### src/rtl/smoothed_servo_pulse_mixer_defines.svh
// ----------------------------------------------------------------------------
// Smoothed servo pulse mixer: assertion macros
// Shared concurrent assertion forms, clocked on clk and idle during reset.
// ----------------------------------------------------------------------------
`ifndef SMOOTHED_SERVO_PULSE_MIXER_DEFINES_SVH
`define SMOOTHED_SERVO_PULSE_MIXER_DEFINES_SVH

// Consequent must hold in the same cycle as the antecedent.
`define SSPM_ASSERT_SAME(label, ante, cons) \
  label: assert property (@(posedge clk) disable iff (!rst_n) (ante) |-> (cons)) \
    else $error("sspm assertion failed");

// Consequent must hold in the cycle after the antecedent.
`define SSPM_ASSERT_NEXT(label, ante, cons) \
  label: assert property (@(posedge clk) disable iff (!rst_n) (ante) |=> (cons)) \
    else $error("sspm assertion failed");

`endif

### src/rtl/sspm_pkg.sv
// ----------------------------------------------------------------------------
// sspm_pkg
// Widths, register indexes, reset values and arithmetic constants of the
// smoothed servo pulse mixer.
// ----------------------------------------------------------------------------
package sspm_pkg;

  localparam int CMD_W      = 14;
  localparam int THR_CMD_W  = 17;
  localparam int ANG_W      = 16;
  localparam int THR_W      = 19;
  localparam int SERVO_US_W = 12;
  localparam int ESC_US_W   = 11;
  localparam int OFFSET_W   = 8;
  localparam int MASK_W     = 4;
  localparam int TRAVEL_W   = 7;
  localparam int CAP_W      = 7;
  localparam int CFG_IDX_W  = 3;
  localparam int CFG_DATA_W = 8;

  // Register indexes on the configuration port.
  localparam logic [CFG_IDX_W-1:0] CFG_OFFSET_LA = 3'd0;
  localparam logic [CFG_IDX_W-1:0] CFG_OFFSET_RA = 3'd1;
  localparam logic [CFG_IDX_W-1:0] CFG_OFFSET_LT = 3'd2;
  localparam logic [CFG_IDX_W-1:0] CFG_OFFSET_RT = 3'd3;
  localparam logic [CFG_IDX_W-1:0] CFG_REV_MASK  = 3'd4;
  localparam logic [CFG_IDX_W-1:0] CFG_TRAVEL    = 3'd5;
  localparam logic [CFG_IDX_W-1:0] CFG_THR_CAP   = 3'd6;

  localparam logic [OFFSET_W-1:0] RST_OFFSET_LA = 8'd90;
  localparam logic [OFFSET_W-1:0] RST_OFFSET_RA = 8'd87;
  localparam logic [OFFSET_W-1:0] RST_OFFSET_LT = 8'd100;
  localparam logic [OFFSET_W-1:0] RST_OFFSET_RT = 8'd90;
  localparam logic [MASK_W-1:0]   RST_REV_MASK  = 4'd5;
  localparam logic [TRAVEL_W-1:0] RST_TRAVEL    = 7'd30;
  localparam logic [CAP_W-1:0]    RST_THR_CAP   = 7'd60;

  localparam logic [ANG_W-1:0] ANGLE_RESET = 16'd23040;

  // Surface path, angles in 1/256 degree.
  localparam logic signed [17:0] HALF_TURN   = 18'sd46080;
  localparam logic signed [17:0] DEG_HALF    = 18'sd128;
  localparam logic signed [10:0] NEUTRAL_DEG = 11'sd90;
  localparam logic signed [10:0] MAX_DEG     = 11'sd180;
  localparam logic [SERVO_US_W-1:0] SERVO_BASE_US = 12'd500;
  // floor(deg*100/9) == (deg * 100 * 14564) >> 17 for deg in 0..180.
  localparam logic [20:0] PULSE_MULT  = 21'd1456400;
  localparam int          PULSE_SHIFT = 17;

  // Throttle path, Q18.
  localparam logic [THR_W-1:0]    THR_ONE     = 19'd262144;
  localparam logic [28:0]         THR_HALF    = 29'd131072;
  localparam int                  THR_SHIFT   = 18;
  localparam logic [CAP_W-1:0]    CAP_MAX     = 7'd100;
  localparam logic [ESC_US_W-1:0] ESC_BASE_US = 11'd1000;

endpackage

### src/rtl/sspm_in_if.sv
// ----------------------------------------------------------------------------
// sspm_in_if
// Command channel: four surface angle commands and a throttle command.
// ----------------------------------------------------------------------------
interface sspm_in_if;
  import sspm_pkg::*;

  logic                 valid;
  logic                 ready;
  logic [CMD_W-1:0]     left_aileron_cmd;
  logic [CMD_W-1:0]     right_aileron_cmd;
  logic [CMD_W-1:0]     left_tail_cmd;
  logic [CMD_W-1:0]     right_tail_cmd;
  logic [THR_CMD_W-1:0] throttle_cmd;

  modport source (
    output valid, left_aileron_cmd, right_aileron_cmd, left_tail_cmd,
           right_tail_cmd, throttle_cmd,
    input  ready
  );
  modport sink (
    input  valid, left_aileron_cmd, right_aileron_cmd, left_tail_cmd,
           right_tail_cmd, throttle_cmd,
    output ready
  );
endinterface

### src/rtl/sspm_out_if.sv
// ----------------------------------------------------------------------------
// sspm_out_if
// Pulse channel: four servo pulse widths and a motor controller pulse width.
// ----------------------------------------------------------------------------
interface sspm_out_if;
  import sspm_pkg::*;

  logic                  valid;
  logic                  ready;
  logic [SERVO_US_W-1:0] left_aileron_pulse_us;
  logic [SERVO_US_W-1:0] right_aileron_pulse_us;
  logic [SERVO_US_W-1:0] left_tail_pulse_us;
  logic [SERVO_US_W-1:0] right_tail_pulse_us;
  logic [ESC_US_W-1:0]   throttle_pulse_us;

  modport source (
    output valid, left_aileron_pulse_us, right_aileron_pulse_us,
           left_tail_pulse_us, right_tail_pulse_us, throttle_pulse_us,
    input  ready
  );
  modport sink (
    input  valid, left_aileron_pulse_us, right_aileron_pulse_us,
           left_tail_pulse_us, right_tail_pulse_us, throttle_pulse_us,
    output ready
  );
endinterface

### src/rtl/smoothed_servo_pulse_mixer.sv
// A word accepted enters the first stage, the smoother state registers, then moves
// into the output register. Throughput: one word per cycle unless the output stalls.
// A word enters whenever the first stage is empty or moves into the output register.
// Reset (synchronous, rst_n low) clears both valid flags, loads the registers with
// their default settings and sets the angle smoothers to 90 degrees, throttle to 0.
// ----------------------------------------------------------------------------
// smoothed_servo_pulse_mixer
// First-order smoothing of four surface commands and a throttle command,
// mixed into servo and motor controller pulse widths.
// ----------------------------------------------------------------------------
`include "smoothed_servo_pulse_mixer_defines.svh"

module smoothed_servo_pulse_mixer (
  input  logic                            clk,
  input  logic                            rst_n,
  sspm_in_if.sink                         in_ch,
  sspm_out_if.source                      out_ch,
  input  logic                            cfg_we,
  input  logic [sspm_pkg::CFG_IDX_W-1:0]  cfg_index,
  input  logic [sspm_pkg::CFG_DATA_W-1:0] cfg_wdata
);
  import sspm_pkg::*;

  logic [OFFSET_W-1:0] off_la_r, off_ra_r, off_lt_r, off_rt_r;
  logic [MASK_W-1:0]   rev_mask_r;
  logic [TRAVEL_W-1:0] travel_r;
  logic [CAP_W-1:0]    thr_cap_r;

  logic [ANG_W-1:0] la_smooth_r, ra_smooth_r, lt_smooth_r, rt_smooth_r;
  logic [ANG_W-1:0] la_smooth_nxt, ra_smooth_nxt, lt_smooth_nxt, rt_smooth_nxt;
  logic [THR_W-1:0] thr_smooth_r, thr_smooth_nxt;

  logic s1_valid_r, s1_valid_nxt;
  logic out_valid_r, out_valid_nxt;
  logic advance;
  logic accept;

  logic [SERVO_US_W-1:0] la_pulse, ra_pulse, lt_pulse, rt_pulse;
  logic [SERVO_US_W-1:0] la_pulse_r, ra_pulse_r, lt_pulse_r, rt_pulse_r;
  logic [ESC_US_W-1:0]   thr_pulse, thr_pulse_r;

  logic [THR_W-1:0]    thr_lim;
  logic [CAP_W-1:0]    cap_lim;
  logic [9:0]          cap_x10;
  logic [28:0]         thr_prod;
  logic [ESC_US_W-1:0] thr_us;
  logic [ESC_US_W-1:0] thr_top;

  // One smoother step: prev + floor((target - prev) / 4).
  function automatic logic [ANG_W-1:0] smooth_ang(input logic [ANG_W-1:0] prev,
                                                  input logic [CMD_W-1:0] cmd);
    logic signed [ANG_W:0] diff;
    logic signed [ANG_W:0] sum;
    diff = $signed({1'b0, cmd, 2'b00}) - $signed({1'b0, prev});
    sum  = $signed({1'b0, prev}) + (diff >>> 2);
    return sum[ANG_W-1:0];
  endfunction

  always_comb begin
    advance       = !out_valid_r || out_ch.ready;
    in_ch.ready   = !s1_valid_r || advance;
    accept        = in_ch.valid && in_ch.ready;
    s1_valid_nxt  = accept ? 1'b1 : (advance ? 1'b0 : s1_valid_r);
    out_valid_nxt = advance ? s1_valid_r : out_valid_r;
  end

  always_comb begin
    logic signed [THR_W:0] thr_diff;
    logic signed [THR_W:0] thr_sum;
    la_smooth_nxt  = smooth_ang(la_smooth_r, in_ch.left_aileron_cmd);
    ra_smooth_nxt  = smooth_ang(ra_smooth_r, in_ch.right_aileron_cmd);
    lt_smooth_nxt  = smooth_ang(lt_smooth_r, in_ch.left_tail_cmd);
    rt_smooth_nxt  = smooth_ang(rt_smooth_r, in_ch.right_tail_cmd);
    thr_diff       = $signed({1'b0, in_ch.throttle_cmd, 2'b00})
                     - $signed({1'b0, thr_smooth_r});
    thr_sum        = $signed({1'b0, thr_smooth_r}) + (thr_diff >>> 2);
    thr_smooth_nxt = thr_sum[THR_W-1:0];
  end

  always_ff @(posedge clk) begin
    if (!rst_n) begin
      off_la_r   <= RST_OFFSET_LA;
      off_ra_r   <= RST_OFFSET_RA;
      off_lt_r   <= RST_OFFSET_LT;
      off_rt_r   <= RST_OFFSET_RT;
      rev_mask_r <= RST_REV_MASK;
      travel_r   <= RST_TRAVEL;
      thr_cap_r  <= RST_THR_CAP;
    end else if (cfg_we) begin
      unique case (cfg_index)
        CFG_OFFSET_LA: off_la_r   <= cfg_wdata;
        CFG_OFFSET_RA: off_ra_r   <= cfg_wdata;
        CFG_OFFSET_LT: off_lt_r   <= cfg_wdata;
        CFG_OFFSET_RT: off_rt_r   <= cfg_wdata;
        CFG_REV_MASK:  rev_mask_r <= cfg_wdata[MASK_W-1:0];
        CFG_TRAVEL:    travel_r   <= cfg_wdata[TRAVEL_W-1:0];
        CFG_THR_CAP:   thr_cap_r  <= cfg_wdata[CAP_W-1:0];
        default: begin
        end
      endcase
    end
  end

  always_ff @(posedge clk) begin
    if (!rst_n) begin
      la_smooth_r  <= ANGLE_RESET;
      ra_smooth_r  <= ANGLE_RESET;
      lt_smooth_r  <= ANGLE_RESET;
      rt_smooth_r  <= ANGLE_RESET;
      thr_smooth_r <= '0;
      s1_valid_r   <= 1'b0;
      out_valid_r  <= 1'b0;
    end else begin
      if (accept) begin
        la_smooth_r  <= la_smooth_nxt;
        ra_smooth_r  <= ra_smooth_nxt;
        lt_smooth_r  <= lt_smooth_nxt;
        rt_smooth_r  <= rt_smooth_nxt;
        thr_smooth_r <= thr_smooth_nxt;
      end
      s1_valid_r  <= s1_valid_nxt;
      out_valid_r <= out_valid_nxt;
    end
  end

  sspm_surface u_surf_la (
    .angle(la_smooth_r), .reversed(rev_mask_r[0]), .offset(off_la_r),
    .travel(travel_r), .pulse_us(la_pulse)
  );
  sspm_surface u_surf_ra (
    .angle(ra_smooth_r), .reversed(rev_mask_r[1]), .offset(off_ra_r),
    .travel(travel_r), .pulse_us(ra_pulse)
  );
  sspm_surface u_surf_lt (
    .angle(lt_smooth_r), .reversed(rev_mask_r[2]), .offset(off_lt_r),
    .travel(travel_r), .pulse_us(lt_pulse)
  );
  sspm_surface u_surf_rt (
    .angle(rt_smooth_r), .reversed(rev_mask_r[3]), .offset(off_rt_r),
    .travel(travel_r), .pulse_us(rt_pulse)
  );

  // Throttle: limit to full scale, scale by the cap and round half up.
  always_comb begin
    thr_lim   = (thr_smooth_r > THR_ONE) ? THR_ONE : thr_smooth_r;
    cap_lim   = (thr_cap_r > CAP_MAX) ? CAP_MAX : thr_cap_r;
    cap_x10   = {cap_lim, 3'b000} + {2'b00, cap_lim, 1'b0};
    thr_prod  = 29'(thr_lim) * 29'(cap_x10);
    thr_us    = ESC_BASE_US + ESC_US_W'((thr_prod + THR_HALF) >> THR_SHIFT);
    thr_top   = ESC_BASE_US + ESC_US_W'(cap_x10);
    thr_pulse = (thr_us > thr_top) ? thr_top : thr_us;
  end

  always_ff @(posedge clk) begin
    if (advance && s1_valid_r) begin
      la_pulse_r  <= la_pulse;
      ra_pulse_r  <= ra_pulse;
      lt_pulse_r  <= lt_pulse;
      rt_pulse_r  <= rt_pulse;
      thr_pulse_r <= thr_pulse;
    end
  end

  assign out_ch.valid                  = out_valid_r;
  assign out_ch.left_aileron_pulse_us  = la_pulse_r;
  assign out_ch.right_aileron_pulse_us = ra_pulse_r;
  assign out_ch.left_tail_pulse_us     = lt_pulse_r;
  assign out_ch.right_tail_pulse_us    = rt_pulse_r;
  assign out_ch.throttle_pulse_us      = thr_pulse_r;

  // A full first stage moves into the output register whenever that frees up.
  `SSPM_ASSERT_NEXT(a_stage_moves, s1_valid_r && advance, out_valid_r)
  // A stalled first stage keeps its word and its smoother state.
  `SSPM_ASSERT_NEXT(a_stage_holds, s1_valid_r && !advance,
                    s1_valid_r && $stable(la_smooth_r) && $stable(thr_smooth_r))
  `SSPM_ASSERT_SAME(a_thr_range, out_valid_r,
                    thr_pulse_r >= ESC_BASE_US && thr_pulse_r <= 11'd2000)
  `SSPM_ASSERT_SAME(a_servo_range, out_valid_r,
                    la_pulse_r >= SERVO_BASE_US && la_pulse_r <= 12'd2500)

endmodule

### src/rtl/sspm_surface.sv
// ----------------------------------------------------------------------------
// sspm_surface
// Smoothed angle to servo pulse: reverse, round to degrees, offset, clamp
// and scale to microseconds.
// ----------------------------------------------------------------------------
module sspm_surface (
  input  logic [sspm_pkg::ANG_W-1:0]      angle,
  input  logic                            reversed,
  input  logic [sspm_pkg::OFFSET_W-1:0]   offset,
  input  logic [sspm_pkg::TRAVEL_W-1:0]   travel,
  output logic [sspm_pkg::SERVO_US_W-1:0] pulse_us
);
  import sspm_pkg::*;

  logic signed [17:0] ang_s;
  logic signed [17:0] ang_rnd;
  logic signed [17:0] deg_full;
  logic signed [10:0] deg;
  logic signed [10:0] off_s;
  logic signed [10:0] trav_s;
  logic signed [10:0] lo_lim;
  logic signed [10:0] hi_lim;
  logic signed [10:0] deg_off;
  logic signed [10:0] deg_trav;
  logic [7:0]         deg_fin;
  logic [28:0]        prod;

  always_comb begin
    ang_s    = reversed ? (HALF_TURN - $signed({2'b00, angle}))
                        : $signed({2'b00, angle});
    // Arithmetic shift floors, so halves round up on both signs.
    ang_rnd  = ang_s + DEG_HALF;
    deg_full = ang_rnd >>> 8;
    deg      = deg_full[10:0];
    off_s    = $signed({3'b000, offset});
    trav_s   = $signed({4'b0000, travel});
    lo_lim   = off_s - trav_s;
    hi_lim   = off_s + trav_s;
    deg_off  = deg + off_s - NEUTRAL_DEG;

    deg_trav = deg_off;
    if (deg_trav < lo_lim) begin
      deg_trav = lo_lim;
    end
    if (deg_trav > hi_lim) begin
      deg_trav = hi_lim;
    end

    if (deg_trav < 11'sd0) begin
      deg_fin = 8'd0;
    end else if (deg_trav > MAX_DEG) begin
      deg_fin = MAX_DEG[7:0];
    end else begin
      deg_fin = deg_trav[7:0];
    end

    prod     = 29'(deg_fin) * 29'(PULSE_MULT);
    pulse_us = SERVO_BASE_US + SERVO_US_W'(prod >> PULSE_SHIFT);
  end

endmodule

### src/flat_wrapper.sv
// flat-port wrapper written by rule: the top's interface ports become plain ports
module smoothed_servo_pulse_mixer_flat import sspm_pkg::*;
  (clk, rst_n, cfg_we, cfg_index, cfg_wdata, in_ch_valid, in_ch_left_aileron_cmd, in_ch_right_aileron_cmd, in_ch_left_tail_cmd, in_ch_right_tail_cmd, in_ch_throttle_cmd, in_ch_ready, out_ch_valid, out_ch_left_aileron_pulse_us, out_ch_right_aileron_pulse_us, out_ch_left_tail_pulse_us, out_ch_right_tail_pulse_us, out_ch_throttle_pulse_us, out_ch_ready);
  sspm_in_if in_ch_i ();
  sspm_out_if out_ch_i ();
  input  logic clk;
  input  logic rst_n;
  input  logic cfg_we;
  input  logic [sspm_pkg::CFG_IDX_W-1:0] cfg_index;
  input  logic [sspm_pkg::CFG_DATA_W-1:0] cfg_wdata;
  input wire logic [$bits(in_ch_i.valid)-1:0] in_ch_valid;
  input wire logic [$bits(in_ch_i.left_aileron_cmd)-1:0] in_ch_left_aileron_cmd;
  input wire logic [$bits(in_ch_i.right_aileron_cmd)-1:0] in_ch_right_aileron_cmd;
  input wire logic [$bits(in_ch_i.left_tail_cmd)-1:0] in_ch_left_tail_cmd;
  input wire logic [$bits(in_ch_i.right_tail_cmd)-1:0] in_ch_right_tail_cmd;
  input wire logic [$bits(in_ch_i.throttle_cmd)-1:0] in_ch_throttle_cmd;
  output wire logic [$bits(in_ch_i.ready)-1:0] in_ch_ready;
  output wire logic [$bits(out_ch_i.valid)-1:0] out_ch_valid;
  output wire logic [$bits(out_ch_i.left_aileron_pulse_us)-1:0] out_ch_left_aileron_pulse_us;
  output wire logic [$bits(out_ch_i.right_aileron_pulse_us)-1:0] out_ch_right_aileron_pulse_us;
  output wire logic [$bits(out_ch_i.left_tail_pulse_us)-1:0] out_ch_left_tail_pulse_us;
  output wire logic [$bits(out_ch_i.right_tail_pulse_us)-1:0] out_ch_right_tail_pulse_us;
  output wire logic [$bits(out_ch_i.throttle_pulse_us)-1:0] out_ch_throttle_pulse_us;
  input wire logic [$bits(out_ch_i.ready)-1:0] out_ch_ready;
  assign in_ch_i.valid = in_ch_valid;
  assign in_ch_i.left_aileron_cmd = in_ch_left_aileron_cmd;
  assign in_ch_i.right_aileron_cmd = in_ch_right_aileron_cmd;
  assign in_ch_i.left_tail_cmd = in_ch_left_tail_cmd;
  assign in_ch_i.right_tail_cmd = in_ch_right_tail_cmd;
  assign in_ch_i.throttle_cmd = in_ch_throttle_cmd;
  assign in_ch_ready = in_ch_i.ready;
  assign out_ch_valid = out_ch_i.valid;
  assign out_ch_left_aileron_pulse_us = out_ch_i.left_aileron_pulse_us;
  assign out_ch_right_aileron_pulse_us = out_ch_i.right_aileron_pulse_us;
  assign out_ch_left_tail_pulse_us = out_ch_i.left_tail_pulse_us;
  assign out_ch_right_tail_pulse_us = out_ch_i.right_tail_pulse_us;
  assign out_ch_throttle_pulse_us = out_ch_i.throttle_pulse_us;
  assign out_ch_i.ready = out_ch_ready;
  smoothed_servo_pulse_mixer u_core (.clk(clk), .rst_n(rst_n), .in_ch(in_ch_i), .out_ch(out_ch_i), .cfg_we(cfg_we), .cfg_index(cfg_index), .cfg_wdata(cfg_wdata));
endmodule
### config.mk
export PLATFORM = sky130hd
export DESIGN_NAME = smoothed_servo_pulse_mixer_flat
export DESIGN_NICKNAME = d
export VERILOG_FILES = /design/src/rtl/sspm_pkg.sv /design/src/rtl/sspm_in_if.sv /design/src/rtl/sspm_out_if.sv /design/src/rtl/smoothed_servo_pulse_mixer.sv /design/src/rtl/sspm_surface.sv /design/src/flat_wrapper.sv
export VERILOG_INCLUDE_DIRS = /design/src /design/src/rtl
export SDC_FILE = /design/constraint.sdc
export NUM_CORES = 2
export LEC_CHECK = 0
export ABC_CLOCK_PERIOD_IN_PS = 37900
export BUFFER_PORTS_ARGS = -buffer_cell sky130_fd_sc_hd__buf_2
export CAP_MARGIN = 20
export CELL_PAD_IN_SITES_DETAIL_PLACEMENT = 1
export CELL_PAD_IN_SITES_GLOBAL_PLACEMENT = 1
export CORE_ASPECT_RATIO = 0.8
export CORE_UTILIZATION = 45
export DETAILED_ROUTE_END_ITERATION = 8
export PLACE_DENSITY = 0.73
export SYNTH_ARGS = -nofsm -noshare
export SYNTH_HDL_FRONTEND = slang
export SYNTH_SLANG_ARGS = --single-unit
### constraint.sdc
create_clock -name clk -period 37.9 [get_ports clk]
set_input_delay 7.58 -clock clk [delete_from_list [all_inputs] [get_ports clk]]
set_output_delay 7.58 -clock clk [all_outputs]
set_load 0.005 [all_outputs]
After elaboration in Yosys (flattened, before gate mapping)
Cells that the tools add are included.
{ "word_totals": {"memories": 0, "wordCells": 131, "ram_bits": 0, "reg_bits": 194, "latch_bits": 0, "romBits": 0, "in_bits": 89, "out_inout_bits": 61} }
{ "op_classes": {"n_mul": 5, "reduce_logical": 15, "shifts": 0, "div_mod_pow": 0, "n_mux": 25, "add_sub_neg": 42, "n_bitwise": 0, "order_cmp": 19, "eq_ne": 6} }
{ "ops": {"columns": ["cell", "n"], "rows": [
  ["$mul A8 B17 Y25 const B", 4],
  ["$mux W11", 9],
  ["$add A18 B9 Y18 const B", 4],
  ["$mux W18", 4],
  ["$sub A16 B16 Y17", 4],
  ["$sub A16 B16 Y17 const A", 4],
  ["$add A16 B15 Y16", 4],
  ["$mux W8", 8],
  ["$add A9 B12 Y12 const A", 4],
  ["$add A10 B9 Y11", 4],
  ["$gt A11 B10 Y1", 4],
  ["$gt A11 B9 Y1 const B", 4],
  ["$lt A11 B1 Y1 const B", 4],
  ["$lt A11 B9 Y1", 4],
  ["$sub A11 B8 Y11 const B", 4],
  ["$add A8 B7 Y9", 4],
  ["$sub A8 B7 Y9", 4],
  ["$add A29 B18 Y29 const B", 1],
  ["$mul A19 B10 Y29", 1],
  ["$sub A19 B19 Y20", 1],
  ["$add A19 B18 Y19", 1],
  ["$gt A19 B19 Y1 const B", 1],
  ["$mux W19", 1],
  ["$reduce_and A2 Y1", 7],
  ["other kinds (15)", 22]
]} }

Longest topological paths before layout
{ "logic_depth": {"ltp_word": 14, "mapped_depth": 65, "ltp_nobuf": 62} }

Hierarchy
Synthesis repeated with hierarchy kept, for this count alone.
{ "unflattened": {"cells_unflattened": 4628, "hier_area_um2": 37568.5} }
{ "by_module_without_submodules": {"columns": ["module", "cells_per_inst", "area_each_um2", "seq_area_each_um2", "instances"], "rows": [
  ["smoothed_servo_pulse_mixer", 2195, 18710.4, 4474.3, 1],
  ["sspm_surface (u_core.u_surf_la ...)", 618, 4765.8, 0.0, 2],
  ["sspm_surface (u_core.u_surf_ra)", 597, 4729.5, 0.0, 1],
  ["sspm_surface (u_core.u_surf_rt)", 600, 4596.9, 0.0, 1]
]} }

Worst setup path before layout
No wires, ideal clock.
{ "synth_path": {"path_kind": "input port to output port", "from": "input out_ch_ready", "to": "output in_ch_ready", "arrival_ps": 7879, "path_buffers": 0, "path_stages": 2, "required_time_ps": 30320, "setup_slack_ps": 22441, "path_cell_list": "nor2b_1 > nand2_1"} }
{ "synth_via": {"elab_chain_len": 2} }
{ "synth_rtl": {"columns": ["item", "line", "source"], "rows": [
  ["start: declaration", "flat_wrapper.sv:24", "input wire logic [$bits(out_ch_i.ready)-1:0] out_ch_ready;"],
  ["$logic_or A1 B1 Y1", "smoothed_servo_pulse_mixer.sv:60", "advance = !out_valid_r || out_ch.ready;"],
  ["$logic_or A1 B1 Y1", "smoothed_servo_pulse_mixer.sv:61", "in_ch.ready = !s1_valid_r || advance;"],
  ["end: declaration", "flat_wrapper.sv:17", "output wire logic [$bits(in_ch_i.ready)-1:0] in_ch_ready;"]
]} }
No other way between the ends.

Worst setup path after layout
Same ends and word-level chain as after synthesis.

==> impl_metrics.toml <==
[clock_tree]
insertion_delay_ns = 0.52
clockBufferDepth = 2
cts.sinks = 194
cts_setup_buffers = 0
hold_buffers = 0
clk_pin_slew_ns = 0.08
cts_resized = 0
h-tree-depth = 4
cts_tree = "built"
root_buffer = "clkbuf_16"
numCtsBuffers = 17

[logic_synthesis]
synthDominantCellAreaShare_pct = 22.8
yosys-top-cells-area = "ha_1 23%, fa_1 12%, dfxtp_1 7.5%"
synth-seq-cells = 194
synth_area_mm2 = 0.0360
yosys.area.top_type = "ha_1"
avgSynthCellArea_um2 = 8.02
synth_cells = 4488
synth_top_flop_cell = "dfxtp_1"
synth-seq-area-share_pct = 12.4
yosysWarnings = 0
synth_cell_types = 116
synth-edff-count = 59
synth-async-reset-ratio_pct = 0

[floorplan]
dieArea_mm2 = 0.0811
pin_count = 150
dieWidth_um = 318
die_y_um = 255
start_util_pct = 45.6
core_area_mm2 = 0.0790
rows = 92

[route]
post_drt_via_cell_ratio = 5.58
initialDrtViolationCount = 1526
first_pass_iters = 5
dr_total_vias = 31130
wire_per_inst_um = 18.0
remaining_drc_errors = 0
routed_wl_um = 100000
ant_nets = 0

[worst_setup_path]
cp-end-kind = "output pin"
crit_required_ns = 30.32
critPathMaxFanout = 4
r2r_end = "u_core.out_ch.left_tail_pulse_us[11]"
startpoint = "out_ch_ready"
r2r_setup_slack_ns = 22.68
worstSetupPathType = "in2out"
r2r-start = "u_core.lt_smooth_r[2]"
reg2reg_depth = 51
start_kind = "primary input"
cp_data_arrival_time_ns = 8.31

[grt]
grt_use_total_pct = 25.0
grt_pass1_wl_um = 165000
antenna_found_initial = 9
grt_pass1_vias = 31699
overflow = 0
grt_max_degree = 77

[timing]
fmax_mhz = 62.9
tightest_slew_ns = 1.04
whs_ns = 0.478
final-hold-violation-count = 0
finClkSkew_ns = 0.0185
finalCritPeriodShare_pct = 41.9
fin_crit_ns = 15.89
drv_slew = 0
rsz0062_at_grt = "no"
finalSetupViolCount = 0
final.setup.tns_ns = 0
maxSlewHeadroom_pct = 30.4

[run_status]
outcome = "completed"

[finish]
drive_above_1_share_pct = 6.42
stdcell_count = 5583
layout.nets = 5496
area_delta_synth_final_pct = 6.29

[job]
drv_cap = 0

[worst_hold_path]
holdPathStages = 2
hp-class = "reg2reg"
hold_path_end = "u_core.thr_cap_r[1]"
hp-start = "u_core.thr_cap_r[1]"

[placement]
port_buffers = 149
place.gp.congestion = 0.859
dp_cells = 5548
dpl.hpwl_um = 82400
-- routing by layer --
| metal | GRT usage [%] | share of wire, % | up-vias |
|---|---|---|---|
| met5 | 0 | 0.026 | - |
| met4 | 4.55 | 1.1 | 4 |
| met3 | 2.87 | 3.4 | 69 |
| met2 | 39.5 | 43 | 401 |
| met1 | 36.7 | 52 | 15186 |
| li1 | - | - | 15470 |
-- placed cells by master (no fill, tap or decap), drive strengths merged, types with 18 or more instances in the layout --
cell	count
o21ai	213
nor2b	63
or2	18
a211oi	20
buf	170
o21a	97
a21oi	227
o21bai	59
nor3	131
and3	55
inv	606
fa	217
nor2	322
nand3	106
xor2	77
nand2b	47
mux2i	42
nand4	22
a21o	42
or3	30
a31oi	19
dfxtp	135
a21boi	53
clkbuf	18
o211ai	54
and2	65
ha	657
xnor2	213
nand2	450
edfxtp	59
-- flip-flops by register name, indices dropped and copies added, names as in the netlist, 11 cells and up --
name and count:
u_core.out_ch.right_aileron_pulse_us 12, u_core.ra_smooth_r 16, u_core.thr_smooth_r 19, u_core.lt_smooth_r 16
u_core.out_ch.throttle_pulse_us 11, u_core.out_ch.right_tail_pulse_us 12, u_core.la_smooth_r 16, u_core.rt_smooth_r 16
u_core.out_ch.left_tail_pulse_us 12, u_core.out_ch.left_aileron_pulse_us 12
-- final cells by class --
type / count / area, µm²
Antenna cell: 3 / 7.51
Clock buffer: 18 / 439
Clock inverter: 14 / 140
Fill cell: 9709 / 40700
Inverter: 601 / 2280
Multi-Input combinational cell: 3549 / 28700
Sequential cell: 194 / 4470
Tap cell: 1034 / 1290
Timing Repair Buffer: 170 / 906
-- cell families (layout without fill, tap and decap cells) --
group / Yosys count / count (layout) / share of synthesized area (%)
fa+ha+maj: 875 / 875 / 34.9
compound gates: 952 / 952 / 17.9
xor+xnor: 290 / 290 / 7.06
mux: 56 / 56 / 1.65
flops: 194 / 194 / 12.4
simple gates: 1374 / 1374 / 18.0
buf+inv: 746 / 803 / 7.98
other cells: 1 / 5 / 0.0104
-- worst max path at each step --
stage               cells after the start                                    to
floorplan                               2                           in_ch_ready
global route                           55  u_core.out_ch.left_tail_pulse_us[11]
CTS                                     4                           in_ch_ready
detailed placement                      4                           in_ch_ready
global placement                        4                           in_ch_ready
finish                                  4                           in_ch_ready
-- synth_stat cells (11+ instances only) --
cell       count
ha_1         657
inv_1        597
nand2_1      450
nor2_1       322
a21oi_1      223
fa_1         217
xnor2_1      213
o21ai_0      194
dfxtp_1      135
nor3_1       130
clkbuf_1     123
nand3_1      106
o21a_1        97
xor2_1        77
nor2b_1       63
and2_1        61
edfxtp_1      59
o21bai_1      59
and3_1        55
o211ai_1      54
a21boi_0      52
nand2b_1      45
a21o_1        41
mux2i_1       41
or3_1         28
nand4_1       22
a211oi_1      18
a31oi_1       17
nor3b_1       17
o21ai_1       15
o31ai_1       15
nor4_1        14
o2111ai_1     14
or2_2         13
o211a_1       11
-- critical path, stage by stage --
cell	delay, ns
buf_2	0.09
nor2b_1	0.29
nand2_1	0.18
buf_2	0.16
-- through the flow --
| step | setup slack, ns | cell area (µm²) | utilization (%) |
|---|---|---|---|
| 2_1_floorplan | 22.44 | 36000 | - |
| 3_3_place_gp | 22.00 | 37700 | 47.7 |
| 3_5_place_dp | 22.01 | 37700 | 47.7 |
| 4_1_cts | 22.00 | 38300 | 48.4 |
| 5_1_grt | 21.65 | 38300 | 48.5 |
| 6_report | 22.01 | 38300 | 48.5 |
Power is not shown: default switching activity piles up to over one toggle a cycle in this logic, so the estimate is an artifact.
